==> src/rtl/core/dtlv_pkg.sv <==
package dtlv_pkg;

	// Longest long-form length field, in bytes after the 0x8n byte
	localparam int LEN_BYTES_MAX = 4;
	localparam int LEN_CNT_W     = $clog2(LEN_BYTES_MAX + 1);

	localparam logic [7:0] TAG_INTEGER = 8'h02;
	localparam logic [7:0] BYTE_ZERO   = 8'h00;
	localparam logic [7:0] BYTE_7F     = 8'h7F;

	// Result queue depth; one item may push two results
	localparam int QDEPTH   = 4;
	localparam int QPTR_W   = $clog2(QDEPTH);
	localparam int QCNT_W   = $clog2(QDEPTH + 1);

	typedef enum logic [1:0] {
		KIND_HDR = 2'd0,
		KIND_VAL = 2'd1,
		KIND_ERR = 2'd2
	} kind_t;

	typedef enum logic [1:0] {
		ERR_NONE     = 2'd0,
		ERR_LEN_LONG = 2'd1,
		ERR_TRUNC    = 2'd2,
		ERR_CAP      = 2'd3
	} err_t;

	typedef struct packed {
		kind_t       kind;
		logic [7:0]  tag;
		logic [31:0] length;
		logic [7:0]  value_byte;
		logic        last;
		err_t        error_code;
	} result_t;

	// Push request into the result queue; slot 1 is used only with slot 0
	typedef struct packed {
		logic    push0;
		logic    push1;
		result_t res0;
		result_t res1;
	} qpush_t;

endpackage

==> src/rtl/core/dtlv_res_queue.sv <==
module dtlv_res_queue
	import dtlv_pkg::*;
(
	input  logic    clk,
	input  logic    arst_n,
	input  qpush_t  push,
	output logic    room2,
	output logic    out_valid,
	output result_t out_res,
	input  logic    out_ready
);

	result_t           mem_q [QDEPTH];
	logic [QPTR_W-1:0] wr_ptr_q;
	logic [QPTR_W-1:0] rd_ptr_q;
	logic [QCNT_W-1:0] cnt_q;

	logic              pop;
	logic [QCNT_W-1:0] n_push;
	logic [QPTR_W-1:0] wr_ptr_p1;

	assign out_valid = (cnt_q != '0);
	assign out_res   = mem_q[rd_ptr_q];
	assign pop       = out_valid && out_ready;
	// two free entries, ignoring any pop this cycle
	assign room2     = (cnt_q <= QCNT_W'(QDEPTH - 2));
	assign n_push    = QCNT_W'(push.push0) + QCNT_W'(push.push1);
	assign wr_ptr_p1 = wr_ptr_q + QPTR_W'(1);

	always_ff @(posedge clk) begin
		if (push.push0) begin
			mem_q[wr_ptr_q] <= push.res0;
		end
		if (push.push1) begin
			mem_q[wr_ptr_p1] <= push.res1;
		end
	end

	always_ff @(posedge clk or negedge arst_n) begin
		if (!arst_n) begin
			wr_ptr_q <= '0;
			rd_ptr_q <= '0;
			cnt_q    <= '0;
		end else begin
			wr_ptr_q <= wr_ptr_q + QPTR_W'(n_push);
			if (pop) begin
				rd_ptr_q <= rd_ptr_q + QPTR_W'(1);
			end
			cnt_q <= cnt_q + n_push - QCNT_W'(pop);
		end
	end

endmodule

==> src/rtl/core/der_tlv_decoder.sv <==
// DER tag-length-value splitter.
// Input stream (s_*): one DER byte per transfer. s_tdata is the byte, s_tlast
// marks the last byte of the supplied buffer, s_tuser selects the mode and is
// sampled on tag bytes only (0 extract value, 1 header only).
// Output stream (m_*): one result per transfer. m_tuser is the kind (header,
// value byte, error); m_tlast marks the final result of an element.
// Config (cfg_*): 32-bit max_value_length, write only while idle; cfg_ready is
// always high. Values longer than this in value mode report over capacity.
// Path: an accepted byte is held in the input register, parsed from there,
// and its results are written into the result queue, which drives m_*.
// Throughput: one byte per clock while the result queue has room. Some bytes
// make two results (such as INTEGER header plus first value byte, or header
// plus error); those leave as two output transfers. Parsing is one pass through
// the parse logic between the input register and a four-entry result queue,
// which takes a byte whenever it has two free entries.
// Reset: parser back to expecting a tag, queue empty, capacity all ones.
// Output stall: the queue fills, then the input register holds and s_tready
// drops; nothing is lost or duplicated.
module der_tlv_decoder
	import dtlv_pkg::*;
(
	input  logic        clk,
	input  logic        arst_n,
	// config write
	input  logic        cfg_valid,
	output logic        cfg_ready,
	input  logic [31:0] cfg_data,     // max_value_length
	// byte stream in
	input  logic        s_tvalid,
	output logic        s_tready,
	input  logic [7:0]  s_tdata,      // [7:0] data_byte
	input  logic        s_tlast,      // end_of_stream
	input  logic        s_tuser,      // operation
	// results out
	output logic        m_tvalid,
	input  logic        m_tready,
	output logic [55:0] m_tdata,      // [7:0] tag, [39:8] length,
	                                  // [47:40] value_byte, [49:48] error_code
	output logic        m_tlast,      // last_of_element
	output logic [1:0]  m_tuser       // kind
);

	typedef enum logic [2:0] {
		PH_TAG    = 3'd0,
		PH_LEN1   = 3'd1,
		PH_LENX   = 3'd2,
		PH_FIRST  = 3'd3,   // first value byte of a long INTEGER
		PH_SECOND = 3'd4,   // second byte after a leading zero
		PH_VALUE  = 3'd5
	} phase_t;

	// input register
	logic       in_valid_s1;
	logic [7:0] in_byte_s1;
	logic       in_eos_s1;
	logic       in_op_s1;

	// parser state
	phase_t               phase_q;
	logic [7:0]           tag_q;
	logic [31:0]          acc_q;
	logic [LEN_CNT_W-1:0] len_left_q;
	logic [31:0]          val_left_q;
	logic                 hdr_only_q;
	logic [7:0]           pend_byte_q;
	logic                 pend_valid_q;
	logic [31:0]          max_len_q;

	phase_t               phase_n;
	logic [7:0]           tag_n;
	logic [31:0]          acc_n;
	logic [LEN_CNT_W-1:0] len_left_n;
	logic [31:0]          val_left_n;
	logic                 hdr_only_n;
	logic [7:0]           pend_byte_n;
	logic                 pend_valid_n;

	logic    room2;
	logic    proc;
	qpush_t  qpush;
	result_t out_res;
	result_t res [2];
	logic [1:0] nres;

	assign proc      = in_valid_s1 && room2;
	assign s_tready  = !in_valid_s1 || room2;
	assign cfg_ready = 1'b1;

	always_ff @(posedge clk or negedge arst_n) begin
		if (!arst_n) begin
			in_valid_s1 <= 1'b0;
		end else if (s_tready) begin
			in_valid_s1 <= s_tvalid;
		end
	end

	always_ff @(posedge clk) begin
		if (s_tready && s_tvalid) begin
			in_byte_s1 <= s_tdata;
			in_eos_s1  <= s_tlast;
			in_op_s1   <= s_tuser;
		end
	end

	always_ff @(posedge clk or negedge arst_n) begin
		if (!arst_n) begin
			max_len_q <= '1;
		end else if (cfg_valid && cfg_ready) begin
			max_len_q <= cfg_data;
		end
	end

	// Parse one byte. Results go into res[] in emit order; an error is
	// always the final result of the byte.
	always_comb begin
		logic        do_len;
		logic        do_fail;
		err_t        fcode;
		logic [31:0] left;
		logic [31:0] rep;
		logic        fin;

		phase_n      = phase_q;
		tag_n        = tag_q;
		acc_n        = acc_q;
		len_left_n   = len_left_q;
		val_left_n   = val_left_q;
		hdr_only_n   = hdr_only_q;
		pend_byte_n  = pend_byte_q;
		pend_valid_n = pend_valid_q;
		res[0]       = '0;
		res[1]       = '0;
		nres         = '0;
		do_len       = 1'b0;
		do_fail      = 1'b0;
		fcode        = ERR_NONE;
		left         = '0;
		rep          = '0;
		fin          = 1'b0;

		if (proc) begin
			// held byte of a two-byte INTEGER closes it before the next tag
			if (pend_valid_q && phase_q == PH_TAG) begin
				res[nres[0]] = '{KIND_VAL, tag_n, acc_n, pend_byte_q, 1'b1, ERR_NONE};
				nres = nres + 2'd1;
				pend_valid_n = 1'b0;
			end

			unique case (phase_q)
				PH_TAG: begin
					tag_n      = in_byte_s1;
					hdr_only_n = in_op_s1;
					acc_n      = '0;
					if (in_eos_s1) begin
						do_fail = 1'b1;
						fcode   = ERR_TRUNC;
					end else begin
						phase_n = PH_LEN1;
					end
				end
				PH_LEN1: begin
					if (!in_byte_s1[7]) begin
						acc_n  = {24'd0, in_byte_s1};
						do_len = 1'b1;
					end else if (in_byte_s1[6:0] > 7'(LEN_BYTES_MAX)) begin
						do_fail = 1'b1;
						fcode   = ERR_LEN_LONG;
					end else if (in_byte_s1[6:0] == 7'd0) begin
						// indefinite form reads as length zero
						acc_n  = '0;
						do_len = 1'b1;
					end else if (in_eos_s1) begin
						do_fail = 1'b1;
						fcode   = ERR_TRUNC;
					end else begin
						len_left_n = LEN_CNT_W'(in_byte_s1[6:0]);
						phase_n    = PH_LENX;
					end
				end
				PH_LENX: begin
					acc_n = {acc_q[23:0], in_byte_s1};
					if (len_left_q != '0) begin
						len_left_n = len_left_q - LEN_CNT_W'(1);
					end
					if (len_left_n == '0) begin
						do_len = 1'b1;
					end else if (in_eos_s1) begin
						do_fail = 1'b1;
						fcode   = ERR_TRUNC;
					end
				end
				PH_FIRST: begin
					if (in_eos_s1) begin
						do_fail = 1'b1;
						fcode   = ERR_TRUNC;
					end else begin
						val_left_n = acc_q - 32'd1;
						if (in_byte_s1 == BYTE_ZERO) begin
							phase_n = PH_SECOND;
						end else if (acc_q > max_len_q) begin
							do_fail = 1'b1;
							fcode   = ERR_CAP;
						end else begin
							res[0]  = '{KIND_HDR, tag_n, acc_q, 8'd0, 1'b0, ERR_NONE};
							res[1]  = '{KIND_VAL, tag_n, acc_q, in_byte_s1, 1'b0, ERR_NONE};
							nres    = 2'd2;
							phase_n = PH_VALUE;
						end
					end
				end
				PH_SECOND: begin
					left = val_left_q - 32'd1;
					rep  = acc_q - 32'd1;
					if (left != '0 && in_eos_s1) begin
						do_fail = 1'b1;
						fcode   = ERR_TRUNC;
					end else if (in_byte_s1 > BYTE_7F) begin
						// leading zero before a byte with the top bit set: drop it
						if (rep > max_len_q) begin
							do_fail = 1'b1;
							fcode   = ERR_CAP;
						end else begin
							acc_n      = rep;
							res[0]     = '{KIND_HDR, tag_n, rep, 8'd0, 1'b0, ERR_NONE};
							res[1]     = '{KIND_VAL, tag_n, rep, in_byte_s1, left == '0,
								ERR_NONE};
							nres       = 2'd2;
							val_left_n = left;
							phase_n    = (left == '0) ? PH_TAG : PH_VALUE;
						end
					end else begin
						// zero kept; this byte is held and goes out with a later byte
						if (acc_q > max_len_q) begin
							do_fail = 1'b1;
							fcode   = ERR_CAP;
						end else begin
							res[0]       = '{KIND_HDR, tag_n, acc_q, 8'd0, 1'b0, ERR_NONE};
							res[1]       = '{KIND_VAL, tag_n, acc_q, BYTE_ZERO, 1'b0, ERR_NONE};
							nres         = 2'd2;
							pend_byte_n  = in_byte_s1;
							pend_valid_n = 1'b1;
							val_left_n   = left;
							phase_n      = (left == '0) ? PH_TAG : PH_VALUE;
						end
					end
				end
				PH_VALUE: begin
					left = (val_left_q != '0) ? val_left_q - 32'd1 : '0;
					fin  = (left == '0);
					if (!fin && in_eos_s1) begin
						do_fail = 1'b1;
						fcode   = ERR_TRUNC;
					end else begin
						val_left_n = left;
						if (pend_valid_q) begin
							res[0] = '{KIND_VAL, tag_n, acc_q, pend_byte_q, 1'b0, ERR_NONE};
							if (fin) begin
								res[1] = '{KIND_VAL, tag_n, acc_q, in_byte_s1, 1'b1,
									ERR_NONE};
								nres   = 2'd2;
								pend_valid_n = 1'b0;
							end else begin
								nres        = 2'd1;
								pend_byte_n = in_byte_s1;
							end
						end else begin
							res[0] = '{KIND_VAL, tag_n, acc_q, in_byte_s1, fin, ERR_NONE};
							nres   = 2'd1;
						end
						if (fin) begin
							phase_n = PH_TAG;
						end
					end
				end
				default: begin
					phase_n      = PH_TAG;
					pend_valid_n = 1'b0;
				end
			endcase

			// length field complete
			if (do_len) begin
				if (hdr_only_n) begin
					res[nres[0]] = '{KIND_HDR, tag_n, acc_n, 8'd0, 1'b1, ERR_NONE};
					nres    = nres + 2'd1;
					phase_n = PH_TAG;
				end else if (tag_n == TAG_INTEGER && acc_n >= 32'd2) begin
					// header waits for the first value bytes
					if (in_eos_s1) begin
						do_fail = 1'b1;
						fcode   = ERR_TRUNC;
					end else begin
						val_left_n = acc_n;
						phase_n    = PH_FIRST;
					end
				end else if (acc_n > max_len_q) begin
					do_fail = 1'b1;
					fcode   = ERR_CAP;
				end else begin
					res[nres[0]] = '{KIND_HDR, tag_n, acc_n, 8'd0, acc_n == '0, ERR_NONE};
					nres = nres + 2'd1;
					if (acc_n == '0) begin
						phase_n = PH_TAG;
					end else if (in_eos_s1) begin
						do_fail = 1'b1;
						fcode   = ERR_TRUNC;
					end else begin
						val_left_n = acc_n;
						phase_n    = PH_VALUE;
					end
				end
			end

			if (do_fail) begin
				res[nres[0]] = '{KIND_ERR, tag_n, 32'd0, 8'd0, 1'b1, fcode};
				nres         = nres + 2'd1;
				phase_n      = PH_TAG;
				pend_valid_n = 1'b0;
				val_left_n   = '0;
				len_left_n   = '0;
			end
		end
	end

	always_ff @(posedge clk or negedge arst_n) begin
		if (!arst_n) begin
			phase_q      <= PH_TAG;
			tag_q        <= '0;
			acc_q        <= '0;
			len_left_q   <= '0;
			val_left_q   <= '0;
			hdr_only_q   <= 1'b0;
			pend_byte_q  <= '0;
			pend_valid_q <= 1'b0;
		end else begin
			phase_q      <= phase_n;
			tag_q        <= tag_n;
			acc_q        <= acc_n;
			len_left_q   <= len_left_n;
			val_left_q   <= val_left_n;
			hdr_only_q   <= hdr_only_n;
			pend_byte_q  <= pend_byte_n;
			pend_valid_q <= pend_valid_n;
		end
	end

	assign qpush.push0 = (nres != 2'd0);
	assign qpush.push1 = (nres == 2'd2);
	assign qpush.res0  = res[0];
	assign qpush.res1  = res[1];

	dtlv_res_queue u_queue (
		.clk       (clk),
		.arst_n    (arst_n),
		.push      (qpush),
		.room2     (room2),
		.out_valid (m_tvalid),
		.out_res   (out_res),
		.out_ready (m_tready)
	);

	assign m_tdata = {6'd0, out_res.error_code, out_res.value_byte, out_res.length,
		out_res.tag};
	assign m_tlast = out_res.last;
	assign m_tuser = out_res.kind;

endmodule
==> config.mk <==
export PLATFORM = sky130hd
export DESIGN_NAME = der_tlv_decoder
export DESIGN_NICKNAME = d
export VERILOG_FILES = /design/src/rtl/core/dtlv_pkg.sv /design/src/rtl/core/dtlv_res_queue.sv /design/src/rtl/core/der_tlv_decoder.sv
export SDC_FILE = /design/constraint.sdc
export NUM_CORES = 1
export LEC_CHECK = 0
export BUFFER_PORTS_ARGS = -buffer_cell sky130_fd_sc_hd__buf_4
export CAP_MARGIN = 30
export CORE_ASPECT_RATIO = 0.9
export CORE_MARGIN = 5
export CORE_UTILIZATION = 50
export DETAILED_ROUTE_END_ITERATION = 8
export PLACE_DENSITY_LB_ADDON = 0.15
export SLEW_MARGIN = 20
export SYNTH_ARGS = -nofsm -noshare
export SYNTH_HDL_FRONTEND = slang
export SYNTH_SLANG_ARGS = --single-unit
==> constraint.sdc <==
create_clock -name clk -period 45.8 [get_ports clk]
set_input_delay 6.87 -clock clk [delete_from_list [all_inputs] [get_ports clk]]
set_output_delay 6.87 -clock clk [all_outputs]
set_load 0.02 [all_outputs]
==> summary.md, run 1 <==
| Metric | Value |
|---|---|
| Status | completed |
| DR WL/cell | 29.4 um |
| Crit start category | register |
| Commonest non-fill, non-tap cells in the layout | 277 x nand2_1, 222 x edfxtp_1, 206 x o21ai_0, 176 x buf_4, 164 x mux2i_1 |
| Residual DRC count | 0 |
| Worst path bufs/invs | 5 |
| N_diodes | 0 |
| RSZ-0062 raised after global routing | false |
| TritonCTS buffer count | 40 |
| Post-synth top flop | edfxtp_1 |
| Worst Path Required | 46.27 ns |
| Initial antenna violation count | 5 |
| Dominant cells by area after synthesis | edfxtp_1 26%, dfrtp_1 9.4%, mux2i_1 6.4% |
| F_max | 67.3 MHz |
| CTS tree | built |
| FP Rows | 78 |
| Die Width | 248 um |
| Number of flops mapped to enable cells by yosys | 222 |
| Critical path's slowest cell | a2111oi_0 |
| CTS Buffer Depth | 3 |
| CP max stage delay | 0.88 ns |
| Min-delay worst type | reg2reg |
| Final ANT Viol Nets | 0 |
| Synth Instances | 2653 |
| H-tree Lvls | 2 |
| Post-layout util | 56.2% |
| Ys async rst share | 36.6% |
| Family with the most delay on the worst path | simple AND/OR/NAND/NOR gates |
| Max Cap Violations | 0 |
| Vias in the first global route | 21.9k |
| Post CTS Setup Buffer Count | 0 |
| Dpl hpwl | 70300 um |
| Mean Syn Cell Area | 9.62 um^2 |
| Worst VDD drop | 0.0000853 V |
| All-Layer GR Usage | 34.7% |
| Largest net degree at the start of global routing | 84 |
| Post-Syn Area | 25500 um^2 |
| Die ar. | 55700 um^2 |
| Average via count per standard cell | 6.78 |
| CTS sink cnt | 350 |
| Finish-stage setup viols | 0 |
| Top Ports | 109 |
| Slew at the pin closest to its max-slew limit | 1.19 ns |
| WL final | 99400 um |
| Final worst-path cycle share | 32.4% |
| Post-synth top area cell | edfxtp_1 |
| # resized after CTS | 0 |
| Layout Nets | 2821 |
| CP Class | reg2reg |
| Iteration-0 DRC count of the detailed router | 2754 |
| Area Overhead vs Synth | 11.2% |
| Fill cells | 4538 |
| Crit path time final | 14.85 ns |
| Seq/Total Area, Yosys | 38.8% |
| Synth unique cells | 94 |
| Slew headroom | 20.4% |
| Total gr overflow | 0 |
| Clock Tree Root | clkbuf_16 |
| Worst-path clk slew | 0.06 ns |
| Yosys reg bits | 350 |
| Yosys top cell area share | 26.1% |
| Initial DRT Pass Iterations | 7 |
| Clock skew | 0.0354 ns |
| WP data arrival | 15.32 ns |
| Max Fanout on Critical Path | 15 |
| Worst setup EP type | register |
| Post-CTS Hold Buffers | 0 |
| Hold violation total from the final report | 0 |
| Core region area | 50500 um^2 |
| Placer Congestion | 1.07 |
| Vias | 22.9k |
| Synth Warn # | 0 |
| Initial Util | 50.6% |
| Most common cell after layout, fill and taps aside | nand2_1 |
| Port bufs | 101 |
| PD cells | 85.7 nW/um^2 |
| Share of layout cells above drive strength 1 | 16.0% |
| Max Slew Vio Count | 0 |
| Setup TNS | 0 ns |
| Worst skew pair latency | 0.59 ns |
| Die Y | 224 um |
| Lkg Pwr | 0.0123 uW |
| First-pass GRT wire length | 146000 um |
[layer usage]
layer	vias to the layer above	GRT usage [%]	share of wire, %
li1	10000	-	-
met1	11300	49.6	41
met2	1385	51.7	44
met3	242	8.46	11
met4	16	12.4	4.2
met5	-	0	0.11
[Yosys cell counts (all sizes together), types with 14 or more instances]
library cell    n
a21o           50
a21oi         160
a221oi         28
a22o           29
a22oi          34
a31oi          14
a32o           15
and2           23
buf            56
clkbuf        164
dfrtp          96
dfstp          32
edfxtp        222
ha            110
inv            98
mux2           74
mux2i         164
mux4           53
nand2         278
nand2b         20
nand3          44
nand4          35
nor2          148
nor2b          15
nor3           50
nor4           43
o211ai         32
o21ai         211
o22ai          21
or2            35
or3            29
or4            20
xnor2          34
xor2           28
[power breakdown]
| group | switching (uW) | total [uW] | internal (uW) |
|---|---|---|---|
| sequential | 68.4 | 485 | 417 |
| combinational | 1090 | 1630 | 534 |
| clock | 140 | 320 | 180 |
[worst register-to-register path, delay by kind of cell, from the launching register on]
family                   cells  cell delay (ns)
AO/OA/AOI/OAI               13             4.42
XOR/XNOR                     3             1.05
adder cells (fa/ha/maj)      6             2.32
buffers and inverters        5             1.13
flip-flops                   1             0.53
AND/OR/NAND/NOR             14             5.29
[through the flow]
| stage | instances | cell area (um^2) | hold slack (ns) | total power [uW] | setup slack [ns] |
|---|---|---|---|---|---|
| final | 3375 | 28400 | 0.470 | 2430 | 30.95 |
| after global placement | 3293 | 27000 | 0.457 | 2030 | 31.02 |
| after global routing | 3375 | 28400 | 0.488 | 2540 | 30.40 |
| after CTS | 3373 | 28300 | 0.471 | 2370 | 30.81 |
| after floorplan | 2658 | 25500 | 0.449 | 1450 | 30.52 |
| after detailed placement | 3299 | 27100 | 0.459 | 2050 | 30.89 |
[cell families (layout without fill, tap and decap cells)]
| group | after synthesis | after routing | share of synthesized area (%) |
|---|---|---|---|
| mux | 291 | 291 | 14.4 |
| buf+inv | 322 | 359 | 5.05 |
| flops | 350 | 350 | 38.8 |
| compound gates | 722 | 722 | 18.5 |
| other cells | 2 | 7 | 0.0294 |
| xor+xnor | 62 | 62 | 2.13 |
| fa+ha+maj | 111 | 111 | 5.47 |
| simple gates | 793 | 793 | 15.6 |
[flip-flops by register name (all words and copies together) (netlist names), 2 cells and up]
register and cells:
u_queue.cnt_q 3, len_left_q 3, u_queue.mem_q 212, pend_byte_q 8
u_queue.wr_ptr_q 2, in_byte_s1 8, max_len_q 32, acc_q 32
phase_q 3, tag_q 8, val_left_q 32, u_queue.rd_ptr_q 2
[area by class of cell]
type | count | area, um^2 | share of cell area (%)
clock buffers | 51 | 1080 | 3.82
clock inverters | 23 | 193 | 0.679
inverters | 102 | 383 | 1.35
repair buffers | 183 | 1450 | 5.09
well taps | 680 | 851 | 3.00
multi-input cells | 1986 | 14500 | 51.1
flip-flops and latches | 350 | 9910 | 34.9
[worst paths after layout]
check / startpoint / to / slack (ns) / depth (start not counted)
min in group asynchronous: arst_n / acc_q[17]$_DFFE_PN0P_ / 6.38 / 1
min: u_queue.rd_ptr_q[1]$_DFFE_PN0P_ / u_queue.rd_ptr_q[1]$_DFFE_PN0P_ / 0.47 / 1
max in group asynchronous: arst_n / u_queue.rd_ptr_q[0]$_DFFE_PN0P_ / 38.06 / 2
max reg2reg: acc_q[0]$_DFFE_PN0P_ / u_queue.cnt_q[2]$_DFF_PN0_ / 30.95 / 41
min reg2reg: u_queue.rd_ptr_q[1]$_DFFE_PN0P_ / u_queue.rd_ptr_q[1]$_DFFE_PN0P_ / 0.47 / 1
max: acc_q[0]$_DFFE_PN0P_ / u_queue.cnt_q[2]$_DFF_PN0_ / 30.95 / 41
No activity file was read; power rests on OpenSTA's default activity.
==> inputs of run 2 (changes only) <==
Clock period 45.8 ns to 12.5 ns, I/O delays scaled along.
==> run 2 against run 1 <==
Against the previous run:
- sequential share of layout area decreased by 0.50 points
- global-route usage increased by 1.5 points
- critical path depth decreased by 2
- wire length increased by 4.0%
- die area unchanged
- critical path type unchanged
- core utilization increased by 0.82 points
- final cell count increased by 1.5%
- via count increased by 1.8%
- highest routed layer unchanged
==> summary.md, run 2 (synthesized netlist as in run 1, its figures left out) <==
| Metric | Value |
|---|---|
| Top Ports | 109 (unchanged) |
| All-Layer GR Usage | 36.1% (+1.5 points) |
| Crit start category | register |
| Vias | 23.3k (+1.8%) |
| Worst setup EP type | register |
| Vias in the first global route | 22.0k (+0.48%) |
| Post-CTS Hold Buffers | 0 (unchanged) |
| Clock skew | 0.0298 ns (-0.00557 ns) |
| Largest register FFs | 212 (unchanged) |
| CTS Buffer Depth | 3 (unchanged) |
| Port bufs | 101 (unchanged) |
| Worst VDD drop | 0.000243 V (+180%) |
| Most used cell, CP | a21o_1 |
| F_max | 82.7 MHz (+23%) |
| Clock Tree Root | clkbuf_16 |
| Initial Util | 50.6% (unchanged) |
| Die ar. | 55700 um^2 (unchanged) |
| Min-delay worst type | reg2reg |
| Post-route cell area | 28800 um^2 (+1.5%) |
| Pre-CTS WS | 0.572 ns (-30.32 ns) |
| Total gr overflow | 0 (unchanged) |
| RSZ-0062 raised after global routing | false |
| Most common cell after layout, fill and taps aside | nand2_1 |
| Status | completed |
| CTS tree | built |
| First-pass GRT wire length | 151000 um (+3.7%) |
| Largest Register | u_queue.mem_q |
| Worst skew pair latency | 0.58 ns (about the same) |
| Final ANT Viol Nets | 0 (unchanged) |
| Area Overhead vs Synth | 12.8% |
| Worst Path Required | 12.79 ns (-33.48 ns) |
| CP max stage delay | 0.66 ns (-0.22 ns) |
| Placement Cell Area | 27400 um^2 (+1.2%) |
| Worst hold path depth | 2 (+1) |
| Residual DRC count | 0 (unchanged) |
| Critical path's slowest cell | or4b_2 |
| Setup TNS | 0 ns (unchanged) |
| Core region area | 50500 um^2 (unchanged) |
| DR WL/cell | 30.2 um (+2.5%) |
| Worst path bufs/invs | 7 (+2) |
| H-tree Lvls | 2 (unchanged) |
| Hold violation total from the final report | 0 (unchanged) |
| Iteration-0 DRC count of the detailed router | 3408 (+24%) |
| Max Slew Vio Count | 0 (unchanged) |
| FP Rows | 78 (unchanged) |
| Die Width | 248 um (unchanged) |
| Largest net degree at the start of global routing | 90 (+7.1%) |
| Share of layout cells above drive strength 1 | 17.7% (+1.7 points) |
| CP Class | reg2reg |
| Slew at the pin closest to its max-slew limit | 1.16 ns (-0.0341 ns) |
| Crit path setup slack, layout | 0.414 ns (-30.54 ns) |
| R2R Setup Slk | 0.41 ns (-30.54 ns) |
| Slew headroom | 22.7% (+2.3 points) |
| Dpl hpwl | 74200 um (+5.5%) |
| Crit. path cell count | 39 (-4.9%) |
| Die Y | 224 um (unchanged) |
| Initial antenna violation count | 1 (-4) |
| Average via count per standard cell | 6.80 (+0.27%) |
| Crit path time final | 12.09 ns (-2.76 ns) |
| Max Cap Violations | 0 (unchanged) |
| Max Fanout on Critical Path | 33 (+18) |
| PD cells | 317 nW/um^2 (+270%) |
| WP data arrival | 12.37 ns (-2.95 ns) |
| Placer Congestion | 1.03 (-3.7%) |
| Layout Nets | 2872 (+1.8%) |
| Lkg Pwr | 0.0125 uW (+2.0%) |
| Worst-path clk slew | 0.07 ns (about the same) |
| Finish-stage setup viols | 0 (unchanged) |
| Initial DRT Pass Iterations | 7 (unchanged) |
| CTS sink cnt | 350 (unchanged) |
| TritonCTS buffer count | 40 (unchanged) |
| Cell count of the worst reg-to-reg path | 39 (-4.9%) |
| Commonest non-fill, non-tap cells in the layout | 277 x nand2_1, 222 x edfxtp_1, 219 x buf_4, 206 x o21ai_0, 164 x mux2i_1 |
| Final worst-path cycle share | 96.7% (+64 points) |
| WL final | 103000 um (+4.0%) |
| Family with the most delay on the worst path | simple AND/OR/NAND/NOR gates |
## run 2: changes by cell type in the layout (fill, tap and decap cells not counted), sizes merged
cell      before  now
buf          182  231
clkbuf        52   62
clkinv        22   12
clkinvlp       1    2
diode          0    1
inv          100   99
o21ai        211  212
## run 2: through the flow
stage | utilization [%] | cells | power, uW | hold slack (ns)
3_5_place_dp | 54.3 | 3339 | 7670 | 0.472
6_report | 57.1 | 3426 | 9110 | 0.481
3_3_place_gp | 54.2 | 3335 | 7610 | 0.462
2_1_floorplan | - | 2658 | 5320 | 0.449
5_1_grt | 57.1 | 3425 | 9500 | 0.520
4_1_cts | 56.8 | 3412 | 8870 | 0.484
## run 2: report_power, final
part	switching [uW]	internal, uW	total (uW)
clock	503	675	1180
combinational	4100	2050	6150
sequential	264	1520	1790
total	4860	4250	9110
## run 2: worst min-delay path, stage by stage (launching register included)
cell,delay (ns)
dfrtp_1,0.34
nand2_1,0.04
o21ai_0,0.06
## run 2: metal layers
metal | GRT usage [%] | up-vias | share of wire (%)
li1 | - | 10100 | -
met1 | 51.3 | 11400 | 40
met5 | 0 | - | 0.026
met4 | 12.1 | 4 | 4.1
met2 | 54.5 | 1499 | 44
met3 | 9.09 | 254 | 12
## run 2: cell type report
cell class | count | area (um^2)
clock inverter | 13 | 143
fill | 4507 | 21700
timing repair buffer | 233 | 1840
multi-input combinational | 1987 | 14500
clock buffer | 60 | 1140
sequential | 350 | 9910
inverter | 102 | 383
tap | 680 | 851
antenna | 1 | 2.50
## run 2: repair_timing
action                                  CTS  global route
setup buffers                             0             8
endpoints found under the setup margin    0            95
resized for setup                         0             2
## run 2: path summary, 6_finish.rpt
| check | startpoint | endpoint |
|---|---|---|
| worst max-delay path | acc_q[0]$_DFFE_PN0P_ | u_queue.mem_q[1][38]$_DFFE_PP_ |
| worst min-delay path | hdr_only_q$_DFFE_PN0P_ | hdr_only_q$_DFFE_PN0P_ |
| worst max register to register | acc_q[0]$_DFFE_PN0P_ | u_queue.mem_q[1][38]$_DFFE_PP_ |
| worst min register to register | hdr_only_q$_DFFE_PN0P_ | hdr_only_q$_DFFE_PN0P_ |
| max in group asynchronous | arst_n | max_len_q[27]$_DFFE_PN1P_ |
| min in group asynchronous | arst_n | val_left_q[10]$_DFFE_PN0P_ |
